**src/rtl/ratree_pkg.sv**
```systemverilog
// ----------------------------------------------------------------------------
// ratree_pkg
// shared constants, types and command structs of the range assign max tree
// ----------------------------------------------------------------------------
package ratree_pkg;

  localparam int LEAVES = 1024;
  localparam int LEVELS = $clog2(LEAVES);
  localparam int NODES  = 2 * LEAVES;
  localparam int AW     = LEVELS + 1;          // node address width
  localparam int IW     = 10;                  // range field width
  localparam int VW     = 31;                  // value width
  localparam int LVL_W  = $clog2(LEVELS + 1);
  localparam logic [VW-1:0] VMAX = {VW{1'b1}};

  typedef enum logic [1:0] {
    KIND_QUERY  = 2'd0,
    KIND_ASSIGN = 2'd1,
    KIND_PLACE  = 2'd2,
    KIND_CLEAR  = 2'd3
  } kind_e;

  typedef struct packed {
    logic          flag;
    logic [VW-1:0] pend;
    logic [VW-1:0] max;
  } node_t;

  typedef enum logic [2:0] {
    RD_NONE, RD_NODE, RD_LEFT, RD_RIGHT, RD_ROOT, RD_LOOP
  } rd_sel_e;

  typedef enum logic [2:0] {
    WR_NONE, WR_CLR, WR_LEFT_TAG, WR_RIGHT_TAG, WR_UNTAG, WR_REBUILD, WR_LOOP
  } wr_sel_e;

  typedef enum logic [1:0] {
    HOLD_KEEP, HOLD_TAG, HOLD_LOAD_MAX, HOLD_MAX_MAX
  } hold_sel_e;

  typedef enum logic [4:0] {
    ST_CLR, ST_IDLE, ST_START, ST_PUSH_RD, ST_PUSH_CHK, ST_PUSH_WL, ST_PUSH_WR,
    ST_PUSH_UT, ST_LOOP, ST_LOOP_END, ST_SUM, ST_BLD_L, ST_BLD_R, ST_BLD_N,
    ST_BLD_W, ST_ROOT_RD, ST_ROOT_WT
  } state_e;

  typedef struct packed {
    logic             load;
    logic             loop_init;
    logic             loop_step;
    logic             sum;
    logic             out_en;
    logic             clr_en;
    rd_sel_e          rd_sel;
    wr_sel_e          wr_sel;
    hold_sel_e        hold_sel;
    logic [LVL_W-1:0] level;
    logic             path_hi;
  } ctrl_t;

  typedef struct packed {
    kind_e kind;
    logic  empty;
    logic  flag;
    logic  loop_run;
    logic  clr_last;
    logic  out_busy;
  } stat_t;

endpackage

```
**src/rtl/ratree_ctrl.sv**
```systemverilog
// ----------------------------------------------------------------------------
// ratree_ctrl
// sequencer: pushdown, range walk, rebuild and result steps of one transaction
// ----------------------------------------------------------------------------
module ratree_ctrl import ratree_pkg::*; (
  input  logic  clk_i,
  input  logic  rst_ni,
  input  logic  in_valid_i,
  output logic  in_stall_o,
  input  stat_t stat_i,
  output ctrl_t ctrl_o
);

  state_e           state_q, state_d;
  logic [LVL_W-1:0] level_q, level_d;
  logic             path_q, path_d;
  logic             mode_q, mode_d;     // assign pass of the range walk
  logic             clr_op_q, clr_op_d;

  always_ff @(posedge clk_i or negedge rst_ni) begin
    if (!rst_ni) begin
      state_q  <= ST_CLR;
      level_q  <= '0;
      path_q   <= 1'b0;
      mode_q   <= 1'b0;
      clr_op_q <= 1'b0;
    end else begin
      state_q  <= state_d;
      level_q  <= level_d;
      path_q   <= path_d;
      mode_q   <= mode_d;
      clr_op_q <= clr_op_d;
    end
  end

  always_comb begin
    state_d  = state_q;
    level_d  = level_q;
    path_d   = path_q;
    mode_d   = mode_q;
    clr_op_d = clr_op_q;
    ctrl_o   = '{load: 1'b0, loop_init: 1'b0, loop_step: 1'b0, sum: 1'b0,
                 out_en: 1'b0, clr_en: 1'b0, rd_sel: RD_NONE, wr_sel: WR_NONE,
                 hold_sel: HOLD_KEEP, level: level_q, path_hi: path_q};
    in_stall_o = (state_q != ST_IDLE);
    unique case (state_q)
      ST_CLR: begin
        ctrl_o.clr_en = 1'b1;
        ctrl_o.wr_sel = WR_CLR;
        if (stat_i.clr_last) begin
          state_d  = clr_op_q ? ST_ROOT_RD : ST_IDLE;
          clr_op_d = 1'b0;
        end
      end
      ST_IDLE: begin
        if (in_valid_i) begin
          ctrl_o.load = 1'b1;
          state_d     = ST_START;
        end
      end
      ST_START: begin
        level_d = LVL_W'(LEVELS);
        path_d  = 1'b0;
        mode_d  = (stat_i.kind == KIND_ASSIGN);
        if (stat_i.kind == KIND_CLEAR) begin
          clr_op_d = 1'b1;
          state_d  = ST_CLR;
        end else if (stat_i.empty) begin
          state_d = ST_ROOT_RD;
        end else begin
          state_d = ST_PUSH_RD;
        end
      end
      ST_PUSH_RD: begin
        ctrl_o.rd_sel = RD_NODE;
        state_d       = ST_PUSH_CHK;
      end
      ST_PUSH_CHK, ST_PUSH_UT: begin
        if (state_q == ST_PUSH_CHK && stat_i.flag) begin
          ctrl_o.hold_sel = HOLD_TAG;
          state_d         = ST_PUSH_WL;
        end else begin
          if (state_q == ST_PUSH_UT) begin
            ctrl_o.wr_sel = WR_UNTAG;
          end
          if (level_q == LVL_W'(1)) begin
            if (!path_q) begin
              path_d  = 1'b1;
              level_d = LVL_W'(LEVELS);
              state_d = ST_PUSH_RD;
            end else begin
              ctrl_o.loop_init = 1'b1;
              state_d          = ST_LOOP;
            end
          end else begin
            level_d = level_q - 1'b1;
            state_d = ST_PUSH_RD;
          end
        end
      end
      ST_PUSH_WL: begin
        ctrl_o.wr_sel = WR_LEFT_TAG;
        state_d       = ST_PUSH_WR;
      end
      ST_PUSH_WR: begin
        ctrl_o.wr_sel = WR_RIGHT_TAG;
        state_d       = ST_PUSH_UT;
      end
      ST_LOOP: begin
        if (stat_i.loop_run) begin
          ctrl_o.loop_step = 1'b1;
          if (mode_q) begin
            ctrl_o.wr_sel = WR_LOOP;
          end else begin
            ctrl_o.rd_sel = RD_LOOP;
          end
        end else begin
          state_d = ST_LOOP_END;
        end
      end
      ST_LOOP_END: state_d = ST_SUM;
      ST_SUM: begin
        // the result settles after the read pass only
        ctrl_o.sum = !mode_q;
        level_d    = LVL_W'(1);
        path_d     = 1'b0;
        if (mode_q) begin
          state_d = ST_BLD_L;
        end else if (stat_i.kind == KIND_PLACE) begin
          mode_d           = 1'b1;
          ctrl_o.loop_init = 1'b1;
          state_d          = ST_LOOP;
        end else begin
          state_d = ST_ROOT_RD;
        end
      end
      ST_BLD_L: begin
        ctrl_o.rd_sel = RD_LEFT;
        state_d       = ST_BLD_R;
      end
      ST_BLD_R: begin
        ctrl_o.rd_sel   = RD_RIGHT;
        ctrl_o.hold_sel = HOLD_LOAD_MAX;
        state_d         = ST_BLD_N;
      end
      ST_BLD_N: begin
        ctrl_o.rd_sel   = RD_NODE;
        ctrl_o.hold_sel = HOLD_MAX_MAX;
        state_d         = ST_BLD_W;
      end
      ST_BLD_W: begin
        ctrl_o.wr_sel = WR_REBUILD;
        if (level_q == LVL_W'(LEVELS)) begin
          if (!path_q) begin
            path_d  = 1'b1;
            level_d = LVL_W'(1);
            state_d = ST_BLD_L;
          end else begin
            state_d = ST_ROOT_RD;
          end
        end else begin
          level_d = level_q + 1'b1;
          state_d = ST_BLD_L;
        end
      end
      ST_ROOT_RD: begin
        ctrl_o.rd_sel = RD_ROOT;
        state_d       = ST_ROOT_WT;
      end
      ST_ROOT_WT: begin
        if (!stat_i.out_busy) begin
          ctrl_o.out_en = 1'b1;
          state_d       = ST_IDLE;
        end
      end
      default: state_d = ST_IDLE;
    endcase
  end

endmodule

```
**config.mk**
```make
export PLATFORM = sky130hd
export DESIGN_NAME = ratree_ctrl
export DESIGN_NICKNAME = d
export VERILOG_FILES = /design/src/rtl/ratree_pkg.sv /design/src/rtl/ratree_ctrl.sv
export SDC_FILE = /design/constraint.sdc
export NUM_CORES = 1
export LEC_CHECK = 0
export CAP_MARGIN = 0
export CORE_ASPECT_RATIO = 1.25
export CORE_MARGIN = 5
export CORE_UTILIZATION = 50
export CTS_CLUSTER_SIZE = 25
export DETAILED_ROUTE_END_ITERATION = 10
export DONT_BUFFER_PORTS = 1
export SETUP_SLACK_MARGIN = 0.15
export SYNTH_ARGS = -nofsm -noshare
export SYNTH_HDL_FRONTEND = slang
export SYNTH_SLANG_ARGS = --single-unit
```
**constraint.sdc**
```tcl
create_clock -name clk_i -period 2.1 [get_ports clk_i]
set_input_delay 0.42 -clock clk_i [delete_from_list [all_inputs] [get_ports clk_i]]
set_output_delay 0.42 -clock clk_i [all_outputs]
set_load 0.02 [all_outputs]
```
Word level (Yosys, flattened, before mapping)

Cells that the tools add are included.

Logic and storage cells: 106
Output and inout bits: 20
Register bits: 12

Multiplexer cells: 53
Add/subtract/negate cells: 2
Reduce and logical (&&, ||, !) cells: 14
Eq/ne operators: 32

Operators by type and width:

| operator                                              | number |
|---|---|
| one-hot mux 5 bit (16 select lines)                   | 1 |
| equality test 5 x 4 -> 1 bit, second input constant   | 8 |
| 2-to-1 mux 5 bit                                      | 8 |
| 2-to-1 mux 4 bit                                      | 9 |
| equality test 5 x 3 -> 1 bit, second input constant   | 4 |
| 2-to-1 mux 1 bit                                      | 20 |
| 2-to-1 mux 3 bit                                      | 6 |
| one-hot mux 3 bit (6 select lines)                    | 1 |
| inequality test 2 bit, second input constant          | 8 |
| one-hot mux 4 bit (4 select lines)                    | 1 |
| one-hot mux 3 bit (5 select lines)                    | 1 |
| AND reduction 4 bit                                   | 3 |
| equality test 5 x 2 -> 1 bit, second input constant   | 2 |
| 2-to-1 mux 6 bit                                      | 1 |
| inequality test 3 bit, second input constant          | 2 |
| one-hot mux 1 bit (2 select lines)                    | 3 |
| one-hot mux 2 bit (3 select lines)                    | 1 |
| OR reduction 2 bit                                    | 3 |
| equality test 5 x 1 -> 1 bit, second input constant   | 1 |
| equality test 5 bit, second input constant            | 1 |
| logical NOT 5 bit                                     | 1 |
| inequality test 5 x 1 -> 1 bit, second input constant | 1 |
| adder 4 x 1 -> 4 bit, second input constant           | 1 |
| equality test 2 bit, second input constant            | 2 |
| 11 further kinds                                      | 12 |

Depth between registers and ports, before layout

Gate-level depths: netlist of run 1.

Word-level depth: 4
Depth in mapped cells: 7

Least setup slack after synthesis of run 1

No wires, ideal clock.

Path type: reg2out
Start point: register state_q[4]
End point: output port ctrl_o[17] (netlist bit)
Stages on the path, launching flop included: 5
Setup slack: -0.210 ns
Arrival time: 1.890 ns
Buffers on the path: 1
Path through: dfrtp_1 > clkbuf_1 > nand2b_1 > nor4_1 > a21o_1

RTL lines:

| item                     | RTL line          | source |
|---|---|---|
| start: declaration       | ratree_ctrl.sv:14 | `state_e state_q, state_d;` |
| start signal: assignment | ratree_ctrl.sv:28 | `state_q <= state_d;` |
| end: declaration         | ratree_ctrl.sv:11 | `output ctrl_t ctrl_o` |

==> summary.md, run 1 <==
| Metric | Value |
|---|---|
| Status | `finished with violations` |
| Violated checks | `negative setup slack` |
| Final WS setup | `-0.0320 ns` |
| Initial core utilization | `51.9%` |
| DRT Pass-1 Iters | `4` |
| Area growth syn-to-layout | `62.1%` |
| Final net count | `between 200 and 250` |
| Hold Path End | `clr_op_q` |
| Largest net degree at the start of global routing | `15` |
| Reg power frac | `between 10% and 20%` |
| Worst skew pair latency | `0.29 ns` |
| Final Util | `84.1%` |
| Clk pwr share | `5.4%` |
| Multi-input logic area | `roughly 0.0011 mm²` |
| FF+latch area | `~310 µm²` |
| Final hold vios | `0` |
| Worst-case reg-to-reg path depth | `10` |
| Post-synthesis sequential area ratio | `23.8%` |
| Gr usage total | `26.9%` |
| Slowest stage cell, crit path | `dfrtp_2` |
| Combinational Power Share | `around four fifths` |
| DP Worst Slack | `0.0795 ns` |
| Synth area leader | `dfrtp_1` |
| Initial DRC count | `120` |
| Peak VDD IR | `0.00104 V` |
| Ranking of synthesized cells by area | `dfrtp_1, a21oi_1, ha_1, o21ai_0, nand2_1` |
| Routed Antenna Nets | `0` |
| CTS clock-pin slew for the worst setup and hold paths | `around 0.09 ns` |
| Worst path bufs/invs | `2` |
| CTS Buffer Depth | `2` |
| Layout Skew | `0.00281 ns` |
| Synth cell count leaders | `a21oi_1, dfrtp_1, nand2_1, nor2_1` |
| Endpoints failing setup | `2` |
| Crit path max fanout | `3` |
| Crit end category | `output pin` |
| Largest stage delay on the critical path | `0.44 ns` |
| Post-route DRC violation count | `0` |
| Sw frac | `48.6%` |
| FF-to-FF Start | `state_q[2]` |
| Fin crit share | `102%` |
| Clock buffer count from CTS | `3` |
| Tmin final | `2.13 ns` |
| Async set-reset flop share out of synthesis | `100%` |
| Seq cells post-synth | `12` |
| Via total after detailed routing | `1622` |
| Mean Syn Cell Area | `7.68 µm²` |
| Final slew viol count | `0` |
| Synth Area in Compound Gates | `31.3%` |
| Hold Crit Start | `stat_i[1]` |
| Max-slew headroom at the worst pin | `57.2%` |
| Hold Crit Class | `in -> reg` |
| Top Ports | `30` |
| Main synth FF type | `dfrtp_1` |
| Mux contribution to synthesized area | `approximately 1.6%` |
| Num Clock Sinks | `12` |
| Hold Path Cell Cnt | `1` |
| Int Power | `1.91 mW` |
| Number of synthesized flops with an enable pin | `0` |
| Row count | `20` |
| Synthesized cell area | `0.00126 mm²` |
| Layout cell share with drive strength beyond 1 | `51.2%` |
| Core footprint | `0.00243 mm²` |
| Worst r2r dst | `state_q[0]` |
| CTS tree | `built` |
| Clock root cell | `clkbuf_4` |
| Fraction of the mapped netlist area in adder cells | `3.97%` |
| Via density | `6.54` |
| Count of input and output buffers | `0` |
| Vias in the first global route | `1532` |
| DR WL/cell | `about 21 µm` |
| Yosys top cell area share | `23.8%` |
| Tightest Pin Transition | `0.640 ns` |
| Top-count cell post-synth | `a21oi_1` |
| FILL cells | `between 100 and 150` |
| RD Place Congestion | `0.958` |
| CP top delay family | `flip-flops` |
| Critical Path AT | `1.71 ns` |
| Crit-path most repeated cell | `buf_6` |
| Wirelength, routed | `around 5.2 mm` |
| GRT overflow | `0` |
| First-pass GRT wire length | `7.14 mm` |
| H-tree Lvls | `1` |
| Largest family of logic cells by synthesized area | `compound AO/OA/AOI/OAI gates` |
| Antenna violations before repair | `0` |
| Pwr/cell area | `1820 mW/mm²` |
| Die Ht | `66.1 µm` |
| Post-detail-place hpwl | `approximately 2.9 mm` |
| Synth Area in XOR/XNOR | `roughly 2.1%` |
| Startpoint Class | `flop` |
| Crit Path Category | `reg -> out` |
| Synth Area in Simple Gates | `29.1%` |
| Syn Inst Count | `approximately 160` |
| Diode count | `0` |
| Synthesized Nets | `178` |
| Switch Pwr | `1.80 mW` |
| DIE AREA | `0.00363 mm²` |
| Max cap viols | `0` |
| Beginning of the critical path | `state_q[2]` |
| R2r setup slk | `0.07 ns` |
| Synth unique cells | `50` |
| Max Fclk | `469 MHz` |
| RSZ-0062 raised after global routing | `true` |
| Syn. warnings | `0` |
| Die width | `54.9 µm` |
| Leakage power | `roughly 0.85 nW` |
| CP required | `around 1.7 ns` |
| Crit-path cells | `buf_6 > or3_4 > a211oi_4 > buf_6` |
## power groups by stage
stage	Sequential (mW)	Combinational (mW)	Clock, mW
5_1_grt	0.533	3.17	0.212
4_1_cts	0.503	2.47	0.197
3_3_place_gp	0.528	1.82	0
2_1_floorplan	0.467	1.35	0
6_report	0.523	2.99	0.199
3_5_place_dp	0.530	1.83	0
## per-layer routing
layer | wire (µm) | global-route usage (%) | vias to the layer above | part of all wire, %
met5 | 0 | 0 | - | 0
met4 | 193 | 10.3 | 0 | 3.7
met3 | 369 | 3.84 | 28 | 7.1
met2 | 2660 | 45.3 | 100 | 51
met1 | 2000 | 33.6 | 776 | 38
li1 | - | - | 718 | -
## area by class of cell
class                           count  share of cell area, %
Inverter                           10                   1.96
Sequential cell                    12                   15.2
Clock buffer                        4                   1.78
Tap cell                           33                   2.02
Timing Repair Buffer               60                   25.9
Multi-Input combinational cell    129                   53.1
## cell usage in the layout, fill, tap and decap left out, drive strengths merged, types with 4 or more instances in the layout
master,count
nand2,11
buf,59
nor3,8
o21ai,12
clkbuf,4
nor3b,4
a211oi,4
dfrtp,12
nand2b,4
nor2b,5
inv,10
ha,4
a21oi,13
nor2,11
## kinds of logic after synthesis
group                      after synthesis
buffers and inverters                   23
xor gates and xnor gates                 3
DFF                                     12
AOI/OAI and AO/OA                       56
muxes                                    2
and+or+nand+nor                         64
adders and majority gates                4
## how the worst max path moves through the flow
stage | to | slack (ns) | depth (start not counted)
finish | ctrl_o[7] | -0.03 | 4
detailed placement | state_q[0] | 0.08 | 6
CTS | ctrl_o[7] | 0.06 | 4
floorplan | ctrl_o[17] | 0.14 | 5
global placement | state_q[3] | 0.1 | 6
global route | ctrl_o[7] | -0.06 | 4
## flip-flops by register name, indices dropped and copies added, names as in the netlist
register  flops
state_q       5
level_q       4
clr_op_q      1
mode_q        1
path_q        1
## repair_timing
item / in CTS / in global routing
endpoints found under the setup margin: 20 / 21
endpoints found under the hold margin: 12 / 0
setup buffers: 25 / 7
pin swaps: 11 / 14
resized for setup: 33 / 33
hold buffers: 1 / 0
## metrics by stage
step | power [mW] | TNS [ns] | area (µm²) | std cells | hold slack (ns)
3_3_place_gp | 2.34 | 0 | 1470 | 211 | 0.125
2_1_floorplan | 1.82 | 0 | 1290 | 164 | 0.124
5_1_grt | 3.92 | -0.121 | 2040 | 248 | 0.214
4_1_cts | 3.17 | 0 | 1850 | 241 | 0.219
6_report | 3.71 | -0.0402 | 2040 | 248 | 0.216
3_5_place_dp | 2.36 | 0 | 1470 | 211 | 0.125
Note: power is estimated with default switching activity, not from simulation.
==> run 2, diff against run 1 <==
--- a/config.mk
+++ b/config.mk
@@ -13,6 +13,7 @@
 export DETAILED_ROUTE_END_ITERATION = 10
 export DONT_BUFFER_PORTS = 1
 export SETUP_SLACK_MARGIN = 0.15
+export SKIP_CTS_REPAIR_TIMING = 1
 export SYNTH_ARGS = -nofsm -noshare
 export SYNTH_HDL_FRONTEND = slang
 export SYNTH_SLANG_ARGS = --single-unit
==> constraint.sdc (replaced) <==
create_clock -name clk_i -period 2.6 [get_ports clk_i]
set_input_delay 0.52 -clock clk_i [delete_from_list [all_inputs] [get_ports clk_i]]
set_output_delay 0.52 -clock clk_i [all_outputs]
set_load 0.02 [all_outputs]
==> summary.md, run 2 (synthesis gave the netlist of run 1 again) <==
| Metric | Value |
|---|---|
| Leakage power | `0.593 nW (-30%)` |
| Peak VDD IR | `0.000586 V (-43%)` |
| Worst skew pair latency | `0.27 ns (-0.02 ns)` |
| Final net count | `189 (-18%)` |
| Status | `finished clean` |
| CTS clock-pin slew for the worst setup and hold paths | `0.07 ns (-0.02 ns)` |
| Post-route DRC violation count | `0 (unchanged)` |
| Max-slew headroom at the worst pin | `63.7% (+6.5 points)` |
| Crit-path cells | `buf_4 > or3_1 > a211oi_1 > buf_4` |
| Final slew viol count | `0 (unchanged)` |
| RD Place Congestion | `0.855 (-11%)` |
| Crit path depth | `4 (unchanged)` |
| Crit-path most repeated cell | `buf_4` |
| Hold Crit Start | `stat_i[1]` |
| Clock buffer count from CTS | `3 (unchanged)` |
| Max cap viols | `0 (unchanged)` |
| Row count | `20 (unchanged)` |
| Layout cell share with drive strength beyond 1 | `20.7% (-30 points)` |
| Hold Path End | `clr_op_q` |
| GRT overflow | `0 (unchanged)` |
| Biggest register | `state_q` |
| Wirelength, routed | `3.65 mm (-30%)` |
| Final hold vios | `0 (unchanged)` |
| DR WL/cell | `17.6 µm (-16%)` |
| Layout Skew | `0.00287 ns (+0.0000555 ns)` |
| RSZ-0062 raised after global routing | `false` |
| Post-detail-place hpwl | `2.81 mm (-4.3%)` |
| Largest stage delay on the critical path | `0.52 ns (+0.08 ns)` |
| Vias in the first global route | `1269 (-17%)` |
| Design Area, Final | `0.00147 mm² (-28%)` |
| Worst-case reg-to-reg path depth | `5 (-5)` |
| Antenna violations before repair | `0 (unchanged)` |
| Hold Path Cell Cnt | `1 (unchanged)` |
| Critical Path AT | `1.80 ns (+0.09 ns)` |
| Fin crit share | `89.4%` |
| Dpl cell area | `0.00135 mm² (-8.0%)` |
| Hold Crit Class | `in -> reg` |
| CP required | `2.08 ns (+0.40 ns)` |
| Clock root cell | `clkbuf_4` |
| Crit end category | `output pin` |
| Commonest non-fill, non-tap cell in the layout | `buf_4` |
| Power after layout | `2.03 mW (-45%)` |
| Startpoint Class | `flop` |
| Die Ht | `66.1 µm (unchanged)` |
| Worst hold slack | `0.325 ns (+0.109 ns)` |
| Slowest stage cell, crit path | `dfrtp_2` |
| CTS tree | `built` |
| Max Fclk | `430 MHz` |
| First-pass GRT wire length | `5.74 mm (-20%)` |
| Core footprint | `0.00243 mm² (unchanged)` |
| Gr usage total | `21.1% (-5.8 points)` |
| Crit Path Category | `reg -> out` |
| Initial DRC count | `37 (-69%)` |
| Via total after detailed routing | `1304 (-20%)` |
| Worst path bufs/invs | `2 (unchanged)` |
| FF-to-FF Start | `state_q[0]` |
| Pwr/cell area | `1380 mW/mm² (-24%)` |
| Die width | `54.9 µm (unchanged)` |
| Largest net degree at the start of global routing | `20 (+5)` |
| CP top delay family | `flip-flops` |
| DRT Pass-1 Iters | `4 (unchanged)` |
| Max reg flops | `5 (unchanged)` |
| R2r setup slk | `0.37 ns (+0.30 ns)` |
| Most frequent cells in the layout | `buf_4, a21oi_1, nor2_1, nand2_1` |
| Num Clock Sinks | `12 (unchanged)` |
| Area growth syn-to-layout | `16.6%` |
| Routed Antenna Nets | `0 (unchanged)` |
| Diode count | `0 (unchanged)` |
| Crit path max fanout | `17 (+14)` |
| Top flop regs | `state_q x5, level_q x4` |
| Tmin final | `2.32 ns` |
| DIE AREA | `0.00363 mm² (unchanged)` |
| CTS Buffer Depth | `2 (unchanged)` |
| Endpoints failing setup | `0 (-2)` |
| Worst r2r dst | `level_q[0]` |
| Sum Neg Setup Slack | `0 ns (+0.0402 ns)` |
| FILL cells | `249 (+89%)` |
| Via density | `6.30 (-3.7%)` |
| Initial core utilization | `51.9% (unchanged)` |
| Tightest Pin Transition | `0.543 ns (-0.0973 ns)` |
| Count of input and output buffers | `0 (unchanged)` |
| Top Ports | `30 (unchanged)` |
| H-tree Lvls | `1 (unchanged)` |
run 2: per-layer routing:
layer	global-route usage, %	share of wire (%)	vias to the layer above
met5	0	0	-
met4	10.3	3.4	0
met3	5.64	6.6	10
met2	35.1	51	51
met1	24.1	39	614
li1	-	-	629
run 2: how the worst max path moves through the flow:
stage,startpoint,slack (ns),endpoint
floorplan,state_q[4],0.19,ctrl_o[17]
global placement,state_q[3],0.37,ctrl_o[10]
detailed placement,state_q[3],0.31,ctrl_o[10]
CTS,level_q[0],0.02,ctrl_o[17]
global route,level_q[1],0.16,ctrl_o[17]
finish,state_q[1],0.28,ctrl_o[7]
run 2: stage by stage:
step,setup slack [ns],utilization (%),instances
6_report,0.276,60.5,207
5_1_grt,0.158,60.5,207
4_1_cts,0.0185,57.1,203
3_5_place_dp,0.312,55.6,199
3_3_place_gp,0.366,55.6,199
2_1_floorplan,0.190,-,164
run 2: power by group:
part	switching (mW)	internal, mW
Clock	0.0630	0.0851
Sequential	0.206	0.277
Combinational	0.793	0.601
Total	1.06	0.963
run 2: final cells by class:
class | instances | area [µm²] | area share, %
multi-input cells | 129 | 891 | 60.6
flip-flops and latches | 12 | 305 | 20.8
inverters | 10 | 37.5 | 2.56
clock buffers | 4 | 36.3 | 2.47
repair buffers | 19 | 158 | 10.7
well taps | 33 | 41.3 | 2.81
